## src/rtl/packed_raw_sample_unpacker_assert.svh

```systemverilog
// ----------------------------------------------------------------------------
// Assertion macros for the packed raw sample unpacker
// Clocked on clk, disabled while rst_n is low.
// ----------------------------------------------------------------------------
`ifndef PACKED_RAW_SAMPLE_UNPACKER_ASSERT_SVH
`define PACKED_RAW_SAMPLE_UNPACKER_ASSERT_SVH

// Same-cycle implication
`define PRSU_ASSERT_SAME(label, ante, cons, msg) \
    label: assert property (@(posedge clk) disable iff (!rst_n) (ante) |-> (cons)) \
        else $error(msg);

// Next-cycle implication
`define PRSU_ASSERT_NEXT(label, ante, cons, msg) \
    label: assert property (@(posedge clk) disable iff (!rst_n) (ante) |=> (cons)) \
        else $error(msg);

`endif

```

## src/rtl/prsu_pkg.sv

```systemverilog
`timescale 1ns / 1ps
// ----------------------------------------------------------------------------
// prsu_pkg
// Shared types and constants of the packed raw sample unpacker.
// ----------------------------------------------------------------------------
package prsu_pkg;

    localparam int WORD_W   = 16;
    localparam int MODE_W   = 2;
    localparam int ACC_W    = 13;
    localparam int HELD_W   = 4;
    localparam int STREAM_W = ACC_W + WORD_W;
    localparam int SHIFT_W  = 5;

    localparam int QUEUE_DEPTH_DEFAULT = 4;

    // Sample width modes; the unused code falls back to passthrough
    localparam logic [MODE_W-1:0] MODE_PACK12 = 2'd0;
    localparam logic [MODE_W-1:0] MODE_PACK14 = 2'd1;
    localparam logic [MODE_W-1:0] MODE_PASS   = 2'd2;
    localparam logic [MODE_W-1:0] MODE_SPARE  = 2'd3;

    localparam logic [WORD_W-1:0] MASK12   = 16'h0fff;
    localparam logic [WORD_W-1:0] MASK14   = 16'h3fff;
    localparam logic [WORD_W-1:0] MASK16   = 16'hffff;

    // One decoded request: up to two samples cut from one word
    typedef struct packed {
        logic [WORD_W-1:0] first;
        logic [WORD_W-1:0] second;
        logic              two;
    } prsu_entry_t;

endpackage

```

## src/rtl/prsu_front.sv

```systemverilog
`timescale 1ns / 1ps
// ----------------------------------------------------------------------------
// prsu_front
// Accepts words, appends them to the bit stream and cuts one or two samples.
// ----------------------------------------------------------------------------
module prsu_front
    import prsu_pkg::*;
(
    input  logic              clk,
    input  logic              rst_n,
    input  logic [MODE_W-1:0] mode,
    input  logic              in_valid,
    output logic              in_stall,
    input  logic [WORD_W-1:0] packed_word,
    input  logic              end_of_strip,
    input  logic              q_full,
    output logic              q_push,
    output prsu_entry_t       q_wdata
);

    logic [ACC_W-1:0]    acc_reg;
    logic [ACC_W-1:0]    acc_next;
    logic [HELD_W-1:0]   held_reg;
    logic [HELD_W-1:0]   held_next;
    logic [WORD_W-1:0]   swapped;
    logic [STREAM_W-1:0] stream;
    logic [SHIFT_W-1:0]  held_sum;
    logic [SHIFT_W-1:0]  width;
    logic [WORD_W-1:0]   mask;
    logic                packed_mode;
    logic [SHIFT_W-1:0]  first_rem;
    logic [SHIFT_W-1:0]  second_rem;
    logic [SHIFT_W-1:0]  keep_bits;
    logic [STREAM_W-1:0] first_shift;
    logic [STREAM_W-1:0] second_shift;
    logic [STREAM_W-1:0] keep_mask;
    logic [STREAM_W-1:0] kept;
    logic                two;

    // Stall only on a full queue
    assign in_stall = q_full;
    assign q_push   = in_valid && !q_full;

    // Decode the width and cut the samples from the top of the stream
    always_comb
    begin
        swapped  = {packed_word[7:0], packed_word[15:8]};
        stream   = {acc_reg, swapped};
        held_sum = {1'b0, held_reg} + SHIFT_W'(WORD_W);
        case (mode)
            MODE_PACK12:
            begin
                width       = SHIFT_W'(12);
                mask        = MASK12;
                packed_mode = 1'b1;
            end
            MODE_PACK14:
            begin
                width       = SHIFT_W'(14);
                mask        = MASK14;
                packed_mode = 1'b1;
            end
            default:
            begin
                width       = SHIFT_W'(WORD_W);
                mask        = MASK16;
                packed_mode = 1'b0;
            end
        endcase
        first_rem    = held_sum - width;
        two          = packed_mode && (first_rem >= width);
        second_rem   = first_rem - width;
        first_shift  = stream >> first_rem;
        second_shift = stream >> second_rem;
        keep_bits    = two ? second_rem : first_rem;
        keep_mask    = (STREAM_W'(1) << keep_bits) - STREAM_W'(1);
        kept         = stream & keep_mask;

        q_wdata.first  = packed_mode ? (first_shift[WORD_W-1:0] & mask) : packed_word;
        q_wdata.second = second_shift[WORD_W-1:0] & mask;
        q_wdata.two    = two;

        // Advance the held bits; drop them at the end of a strip
        acc_next  = acc_reg;
        held_next = held_reg;
        if (q_push)
        begin
            if (packed_mode)
            begin
                acc_next  = kept[ACC_W-1:0];
                held_next = keep_bits[HELD_W-1:0];
            end
            if (end_of_strip)
            begin
                acc_next  = '0;
                held_next = '0;
            end
        end
    end

    always_ff @(posedge clk or negedge rst_n)
    begin
        if (!rst_n)
        begin
            acc_reg  <= '0;
            held_reg <= '0;
        end
        else
        begin
            acc_reg  <= acc_next;
            held_reg <= held_next;
        end
    end

endmodule

```

## src/rtl/prsu_queue.sv

```systemverilog
`timescale 1ns / 1ps
// ----------------------------------------------------------------------------
// prsu_queue
// Short first-in first-out queue of decoded requests between front and back.
// ----------------------------------------------------------------------------
module prsu_queue
    import prsu_pkg::*;
#(
    parameter int DEPTH = QUEUE_DEPTH_DEFAULT
)
(
    input  logic        clk,
    input  logic        rst_n,
    input  logic        push,
    input  prsu_entry_t wdata,
    input  logic        pop,
    output prsu_entry_t head,
    output logic        full,
    output logic        empty
);

    localparam int PTR_W = $clog2(DEPTH);
    localparam int CNT_W = $clog2(DEPTH + 1);

    prsu_entry_t        slots_reg [DEPTH];
    logic [PTR_W-1:0]   wr_ptr_reg;
    logic [PTR_W-1:0]   wr_ptr_next;
    logic [PTR_W-1:0]   rd_ptr_reg;
    logic [PTR_W-1:0]   rd_ptr_next;
    logic [CNT_W-1:0]   count_reg;
    logic [CNT_W-1:0]   count_next;

    assign head  = slots_reg[rd_ptr_reg];
    assign full  = (count_reg == CNT_W'(DEPTH));
    assign empty = (count_reg == '0);

    // Advance pointers with wrap at the depth
    always_comb
    begin
        wr_ptr_next = wr_ptr_reg;
        rd_ptr_next = rd_ptr_reg;
        count_next  = count_reg;
        if (push)
        begin
            wr_ptr_next = (wr_ptr_reg == PTR_W'(DEPTH - 1)) ? '0 : wr_ptr_reg + PTR_W'(1);
        end
        if (pop)
        begin
            rd_ptr_next = (rd_ptr_reg == PTR_W'(DEPTH - 1)) ? '0 : rd_ptr_reg + PTR_W'(1);
        end
        if (push && !pop)
        begin
            count_next = count_reg + CNT_W'(1);
        end
        else if (pop && !push)
        begin
            count_next = count_reg - CNT_W'(1);
        end
    end

    always_ff @(posedge clk or negedge rst_n)
    begin
        if (!rst_n)
        begin
            wr_ptr_reg <= '0;
            rd_ptr_reg <= '0;
            count_reg  <= '0;
        end
        else
        begin
            wr_ptr_reg <= wr_ptr_next;
            rd_ptr_reg <= rd_ptr_next;
            count_reg  <= count_next;
        end
    end

    // Store payload; no reset needed
    always_ff @(posedge clk)
    begin
        if (push)
        begin
            slots_reg[wr_ptr_reg] <= wdata;
        end
    end

endmodule

```

## src/rtl/prsu_back.sv

```systemverilog
`timescale 1ns / 1ps
// ----------------------------------------------------------------------------
// prsu_back
// Emits the queued samples one per cycle, unless out_stall holds it, through an output register.
// ----------------------------------------------------------------------------
module prsu_back
    import prsu_pkg::*;
(
    input  logic              clk,
    input  logic              rst_n,
    input  prsu_entry_t       q_head,
    input  logic              q_empty,
    output logic              q_pop,
    output logic              out_valid,
    input  logic              out_stall,
    output logic [WORD_W-1:0] sample_value,
    output logic              last_of_word
);

    typedef enum logic {
        PH_FIRST,
        PH_SECOND
    } phase_t;

    phase_t            phase_reg;
    phase_t            phase_next;
    logic              valid_reg;
    logic              valid_next;
    logic [WORD_W-1:0] sample_reg;
    logic [WORD_W-1:0] sample_next;
    logic              last_reg;
    logic              last_next;
    logic              load_ok;
    logic              take;
    logic              is_last;

    assign out_valid    = valid_reg;
    assign sample_value = sample_reg;
    assign last_of_word = last_reg;

    // Load the output register when it is empty or being taken
    always_comb
    begin
        load_ok     = !valid_reg || !out_stall;
        take        = load_ok && !q_empty;
        is_last     = (phase_reg == PH_SECOND) || !q_head.two;
        q_pop       = take && is_last;
        phase_next  = phase_reg;
        valid_next  = valid_reg;
        sample_next = sample_reg;
        last_next   = last_reg;
        if (take)
        begin
            valid_next  = 1'b1;
            sample_next = (phase_reg == PH_SECOND) ? q_head.second : q_head.first;
            last_next   = is_last;
            phase_next  = is_last ? PH_FIRST : PH_SECOND;
        end
        else if (load_ok)
        begin
            valid_next = 1'b0;
        end
    end

    always_ff @(posedge clk or negedge rst_n)
    begin
        if (!rst_n)
        begin
            phase_reg  <= PH_FIRST;
            valid_reg  <= 1'b0;
            sample_reg <= '0;
            last_reg   <= 1'b0;
        end
        else
        begin
            phase_reg  <= phase_next;
            valid_reg  <= valid_next;
            sample_reg <= sample_next;
            last_reg   <= last_next;
        end
    end

endmodule

```

## src/rtl/packed_raw_sample_unpacker.sv

```systemverilog
`timescale 1ns / 1ps
// An accepted word passes through the queue slot and then the output register before
// its first sample shows. Words are accepted one per cycle unless the queue is full;
// the output register sends one sample per cycle unless out_stall holds it.
// Reset (rst_n low, asynchronous) empties the queue, drops the held stream bits
// and selects 12-bit packed mode.
// ----------------------------------------------------------------------------
// packed_raw_sample_unpacker
// Unpacks 12/14-bit packed raw samples from byte-swapped 16-bit words, or passes words through unswapped.
// ----------------------------------------------------------------------------
`include "packed_raw_sample_unpacker_assert.svh"

module packed_raw_sample_unpacker
    import prsu_pkg::*;
#(
    parameter int QUEUE_DEPTH = QUEUE_DEPTH_DEFAULT
)
(
    input  logic              clk,
    input  logic              rst_n,
    input  logic              cfg_write_en,
    input  logic [MODE_W-1:0] cfg_write_data,
    input  logic              in_valid,
    output logic              in_stall,
    input  logic [WORD_W-1:0] packed_word,
    input  logic              end_of_strip,
    output logic              out_valid,
    input  logic              out_stall,
    output logic [WORD_W-1:0] sample_value,
    output logic              last_of_word
);

    logic [MODE_W-1:0] mode_reg;
    logic [MODE_W-1:0] mode_next;
    logic              q_push;
    logic              q_pop;
    logic              q_full;
    logic              q_empty;
    prsu_entry_t       q_wdata;
    prsu_entry_t       q_head;

    // Hold the sample width mode
    assign mode_next = cfg_write_en ? cfg_write_data : mode_reg;

    always_ff @(posedge clk or negedge rst_n)
    begin
        if (!rst_n)
        begin
            mode_reg <= MODE_PACK12;
        end
        else
        begin
            mode_reg <= mode_next;
        end
    end

    prsu_front u_front (
        .clk          (clk),
        .rst_n        (rst_n),
        .mode         (mode_reg),
        .in_valid     (in_valid),
        .in_stall     (in_stall),
        .packed_word  (packed_word),
        .end_of_strip (end_of_strip),
        .q_full       (q_full),
        .q_push       (q_push),
        .q_wdata      (q_wdata)
    );

    prsu_queue #(
        .DEPTH (QUEUE_DEPTH)
    ) u_queue (
        .clk   (clk),
        .rst_n (rst_n),
        .push  (q_push),
        .wdata (q_wdata),
        .pop   (q_pop),
        .head  (q_head),
        .full  (q_full),
        .empty (q_empty)
    );

    prsu_back u_back (
        .clk          (clk),
        .rst_n        (rst_n),
        .q_head       (q_head),
        .q_empty      (q_empty),
        .q_pop        (q_pop),
        .out_valid    (out_valid),
        .out_stall    (out_stall),
        .sample_value (sample_value),
        .last_of_word (last_of_word)
    );

    // Checks
    `PRSU_ASSERT_SAME(a_full_stalls, q_full, in_stall && !q_push, "request accepted into full queue")
    `PRSU_ASSERT_SAME(a_pop_nonempty, q_pop, !q_empty, "pop from empty queue")
    `PRSU_ASSERT_SAME(a_pass_last, out_valid && mode_reg[1], last_of_word, "passthrough sample not last")
    `PRSU_ASSERT_NEXT(a_push_fills, q_push && !q_pop, !q_empty, "queue empty after push")

endmodule

```

## config.mk

```make
export PLATFORM = sky130hd
export DESIGN_NAME = packed_raw_sample_unpacker
export DESIGN_NICKNAME = d
export VERILOG_FILES = /design/src/rtl/prsu_pkg.sv /design/src/rtl/prsu_front.sv /design/src/rtl/prsu_queue.sv /design/src/rtl/prsu_back.sv /design/src/rtl/packed_raw_sample_unpacker.sv
export VERILOG_INCLUDE_DIRS = /design/src /design/src/rtl
export SDC_FILE = /design/constraint.sdc
export NUM_CORES = 1
export LEC_CHECK = 0
export BUFFER_PORTS_ARGS = -buffer_cell sky130_fd_sc_hd__buf_2
export CAP_MARGIN = 20
export CELL_PAD_IN_SITES_DETAIL_PLACEMENT = 0
export CELL_PAD_IN_SITES_GLOBAL_PLACEMENT = 2
export CORE_MARGIN = 1.5
export CORE_UTILIZATION = 36
export DETAILED_ROUTE_END_ITERATION = 10
export MAX_ROUTING_LAYER = met4
export PLACE_DENSITY = 0.75
export SLEW_MARGIN = 10
export SYNTH_ARGS = -nofsm -noshare
export SYNTH_HDL_FRONTEND = slang
export SYNTH_SLANG_ARGS = --single-unit
```

## constraint.sdc

```tcl
create_clock -name clk -period 15.4 [get_ports clk]
set_input_delay 1.54 -clock clk [delete_from_list [all_inputs] [get_ports clk]]
set_output_delay 1.54 -clock clk [all_outputs]
set_load 0.005 [all_outputs]
```

==> results of run 1 <==
logic make-up (layout without fill, tap and decap cells):
kind of cell    after synthesis  count (layout)  synth area share
other cells                   1               1         0.0004027
compound gates              131             131           0.08854
fa+ha+maj                    16              16           0.02298
simple gates                172             172           0.08478
buf+inv                      64             105           0.02942
mux                         138             138            0.2135
flops                       176             176            0.5439
xor+xnor                     13              13           0.01653
path summary, 6_finish.rpt:
check / startpoint / end / slack, ps / depth (start not counted)
min in group asynchronous: rst_n / u_queue.count_reg[2] / 1110 / 1
worst min register to register: u_back.sample_value[15] / u_back.sample_value[15] / 470 / 2
max in group asynchronous: rst_n / u_front.acc_reg[11] / 13760 / 2
worst max register to register: mode_reg[1] / u_front.acc_reg[8] / 9240 / 18
worst max-delay path: mode_reg[1] / u_front.acc_reg[8] / 9240 / 18
worst min-delay path: u_back.sample_value[15] / u_back.sample_value[15] / 470 / 2
critical path, cell delays in order, from the launching register on:
cell and delay (ps):
dfrtp_1 330, buf_4 370, nand2b_1 380, ha_1 290, buf_4 290, or2_1 300, maj3_2 360, xnor2_4 310
inv_2 220, ha_1 470, nor2b_1 270, nor3_1 120, a21oi_2 380, mux2i_1 690, or3_1 230, ha_1 400
a31oi_1 80, or4b_1 480, o21ai_1 120
area by class of cell:
| type | count | share of cell area |
|---|---|---|
| flip-flops and latches | 176 | 0.4822 |
| clock buffers | 18 | 0.04085 |
| clock inverters | 14 | 0.01429 |
| multi-input cells | 471 | 0.3824 |
| repair buffers | 59 | 0.03597 |
| inverters | 14 | 0.005002 |
| well taps | 330 | 0.03930 |
cells in the mapped netlist, types with 5 or more instances:
cell,count
mux2i_1,78
nor2_1,22
edfxtp_1,132
dfrtp_1,44
nor3_1,10
nand2_1,90
ha_1,13
and2_1,8
a21oi_1,36
xnor2_1,6
nand3_1,14
a31oi_1,12
buf_2,6
mux2_2,12
o21ai_0,48
clkbuf_1,32
nor2b_1,5
inv_1,12
mux4_2,47
buf_1,8
per-layer routing:
metal / GRT usage / up-vias / routed length, um / share of wire
li1: - / 2768 / - / -
met1: 0.2433 / 2972 / 10610 / 0.48
met2: 0.2710 / 130 / 10190 / 0.46
met3: 0.02904 / 29 / 781 / 0.035
met4: 0.06653 / 0 / 553 / 0.025
met5: - / - / 0 / 0
stage by stage:
step	setup WS [ps]	hold WS [ps]	std cells	utilization	instance area [um^2]
after floorplan	10200	467.3	711	-	9313
after global placement	9430	455.6	1048	0.3909	9872
after detailed placement	9249	465.7	1048	0.3909	9872
after CTS	9219	481.1	1080	0.4138	10450
after global routing	8742	502.6	1082	0.4160	10510
final	9241	473.3	1082	0.4160	10510
==> impl_metrics.tcl, run 1 <==
set metrics [dict create \
    clk_pin_slew_worst_paths_ps 70 \
    routedWlPerCell_um 20.46 \
    mostFrequentLayoutCell "edfxtp_1" \
    routed_wl_mm 22.14 \
    relSlewSlack 0.2717 \
    hpwl_mm 15.40 \
    regArea_mm2 0.005066 \
    max-clock-path-buffers 2 \
    end_kind "flip-flop" \
    fill_cells 2396 \
    synth_edf_count 132 \
    yosys.area.top_type "edfxtp_1" \
    max_freq_mhz 162.4 \
    worstPathRequired_ps 15750 \
    cts_hold_buffers 0 \
    vias 5899 \
    syn-num-nets 750 \
    layout.nets 778 \
    cp_max_fo 43 \
    grt_util_all_layers 0.1791 \
    first_pass_iters 5 \
    hold_class "flip-flop to flip-flop" \
    synth_area_leaders "edfxtp_1, dfrtp_1, mux4_2" \
    grt_pass1_wl_mm 34.49 \
    via_per_inst 5.452 \
    synth_area_mm2 0.009313 \
    gp_congestion 0.8707 \
    ant_nets 0 \
    grt.overflow.total 0 \
    num_antenna_cells 0 \
    fin_crit_sh 0.4000 \
    layout-drive-gt1-share 0.2221 \
    yosys_warnings 0 \
    avgSynthCellArea_um2 13.10 \
    synth_seq_area_share 0.5439 \
    cts_resized 0 \
    cts_tree "built" \
    io_buffers 42 \
    multi_input_area_mm2 0.004018 \
    cap_violations 0 \
    setup_viol 0 \
    fp.dieH_um 163.8 \
    clock_insertion_delay_worst_skew_ps 420 \
    post_cts_buffers 0 \
    finalHoldViolations 0 \
    crit_path_start_kind "flip-flop" \
    grt_antenna_before_repair 0 \
    fin_setup_tns_ps 0 \
    drt_iter0_drc 448 \
    grt_max_degree 45 \
    fp.coreArea_mm2 0.02525 \
    htree_levels 4 \
    rows 58 \
    cts_buffers 17 \
    start_util 0.3688 \
    synth_flop_cell "edfxtp_1" \
    die-area_mm2 0.02684 \
    clockRootBuffer "clkbuf_16" \
    status "finished clean" \
    synth_top_area_frac 0.4256 \
    synthToLayoutAreaGrowth_pct 12.82 \
    ys_ff_latch 176 \
    mostFrequentLayoutCells "edfxtp_1, nand2_1, mux2i_1" \
    worst_pin_slew_ps 1092 \
    grt_pass1_vias 5960 \
    ios 43 \
    ys_types 64 \
    fp.dieW_um 163.8 \
    drv_slew 0 \
    cts_sinks 176 \
    worstPathArrival_ps 6510 \
    syn_inst 711 \
    rsz0062_at_grt "no" \
    largest_reg_flops 132 \
    drc 0 \
    synthArstFlopShare 0.2500 \
    final.setup_skew_ps 14.58 \
    min_period_ps 6159 \
    path_class "flip-flop to flip-flop" \
]
Power of run 1 is left out: the tool's default activity adds up to more than one toggle a clock period on the data nets, which glitch-free logic cannot reach.
==> run 2: changes to the inputs <==
==> constraint.sdc (replaced) <==
create_clock -name clk -period 6.2 [get_ports clk]
set_input_delay 0.62 -clock clk [delete_from_list [all_inputs] [get_ports clk]]
set_output_delay 0.62 -clock clk [all_outputs]
set_load 0.005 [all_outputs]
==> impl_metrics.tcl, run 2 (synthesized netlist as in run 1, its figures left out) <==
set metrics [dict create \
    end_kind "flip-flop" \
    drv_slew 0 \
    path_buf_inv 2 \
    fp.dieW_um 163.8 \
    grt.overflow.total 0 \
    clk_pin_slew_worst_paths_ps 70 \
    synthToLayoutAreaGrowth_pct 12.87 \
    grt_pass1_vias 6036 \
    path_cells "nand2b_1 > ha_1 > or2_1 > maj3_2 > xnor2_4 > buf_4 > inv_2 > ha_1 > and3b_1 > or2_2 > mux2_2 > o32a_1 > or3_1 > ha_1 > nor4_1 > a21oi_1 > o41ai_2" \
    drt_iter0_drc 451 \
    grt_max_degree 45 \
    finalHoldViolations 0 \
    fp.dieH_um 163.8 \
    worstPathRequired_ps 6530 \
    cap_violations 0 \
    via_per_inst 5.507 \
    clock_insertion_delay_worst_skew_ps 430 \
    routedWlPerCell_um 20.90 \
    setup_viol 0 \
    hpwl_mm 15.36 \
    relSlewSlack 0.2772 \
    cts_resized 0 \
    start_util 0.3688 \
    grt_antenna_before_repair 0 \
    first_pass_iters 6 \
    die-area_mm2 0.02684 \
    crit_path_start_kind "flip-flop" \
    ios 43 \
    critical-path-top-delay-family "simple AND/OR/NAND/NOR gates" \
    path_class "flip-flop to flip-flop" \
    crit_path_frequent_cell "ha_1" \
    fp.coreArea_mm2 0.02525 \
    cts_tree "built" \
    worstPathArrival_ps 5730 \
    mostFrequentLayoutCells "edfxtp_1, nand2_1, mux2i_1" \
    cts_buffers 17 \
    min_period_ps 5403 \
    cpPeakStageDelay_ps 450 \
    grt_util_all_layers 0.1831 \
    drc 0 \
    layout-drive-gt1-share 0.2228 \
    fin_crit_sh 0.8714 \
    htree_levels 4 \
    final.setup_skew_ps 12.17 \
    grt_pass1_wl_mm 35.56 \
    max-clock-path-buffers 2 \
    routed_wl_mm 22.66 \
    hold_class "primary input to asynchronous set/reset pin" \
    ant_nets 0 \
    fin_setup_tns_ps 0 \
    post_cts_buffers 0 \
    cp.depth 17 \
    crit_slowest_cell "or3_1" \
    num_antenna_cells 0 \
    clockRootBuffer "clkbuf_16" \
    pre_cts_ws_ps 813.7 \
    largest_reg_flops 132 \
    cts_sinks 176 \
    status "finished clean" \
    reg2reg_depth 17 \
    setup_slack_ps 797.2 \
    worst_hold_slack_ps 146.9 \
    rsz0062_at_grt "no" \
    io_buffers 42 \
    max_freq_mhz 185.1 \
    cp_max_fo 18 \
    vias 5970 \
    gp_congestion 0.8702 \
    rows 58 \
    layout.nets 780 \
    mostFrequentLayoutCell "edfxtp_1" \
    cts_hold_buffers 0 \
    worst_pin_slew_ps 1084 \
]
## run 2: metrics by stage
stage                     std cells    util  area [um^2]
after global placement         1049  0.3912         9879
after detailed placement       1049  0.3912         9879
after CTS                      1081  0.4140        10460
after global routing           1084  0.4162        10510
after floorplan                 711       -         9313
final                          1084  0.4162        10510
## run 2: final timing paths
check	from	end	slack, ps
hold / removal	rst_n	u_back.out_valid	150
setup reg to reg	mode_reg[1]	u_front.acc_reg[6]	800
hold reg to reg	u_back.last_of_word	u_back.last_of_word	480
setup / recovery	mode_reg[1]	u_front.acc_reg[6]	800
min in group clk	cfg_write_data[1]	mode_reg[1]	420
max in group asynchronous	rst_n	u_front.acc_reg[12]	5520
## run 2: final cells by class
class	count	area (um^2)
Clock buffer	18	429.2
Clock inverter	14	147.6
Fill cell	2338	14740
Inverter	14	52.55
Multi-Input combinational cell	471	4018
Sequential cell	176	5066
Tap cell	330	412.9
Timing Repair Buffer	61	385.4
## run 2: worst reg2reg max path, stage by stage (launching register included)
cell,delay [ps]
dfrtp_1,380
nand2b_1,300
ha_1,380
or2_1,240
maj3_2,350
xnor2_4,130
buf_4,180
inv_2,260
ha_1,380
and3b_1,240
or2_2,350
mux2_2,310
o32a_1,430
or3_1,450
ha_1,330
nor4_1,320
a21oi_1,80
o41ai_2,200
## run 2: per-layer routing
| layer | vias to the layer above | global-route usage | share of wire | wire length [um] |
|---|---|---|---|---|
| li1 | 2764 | - | - | - |
| met4 | 0 | 0.04587 | 0.012 | 271 |
| met3 | 14 | 0.02778 | 0.042 | 952 |
| met2 | 149 | 0.2898 | 0.47 | 10680 |
| met5 | - | - | 0 | 0 |
| met1 | 3043 | 0.2476 | 0.47 | 10760 |
Power of run 2 is left out for the same reason.
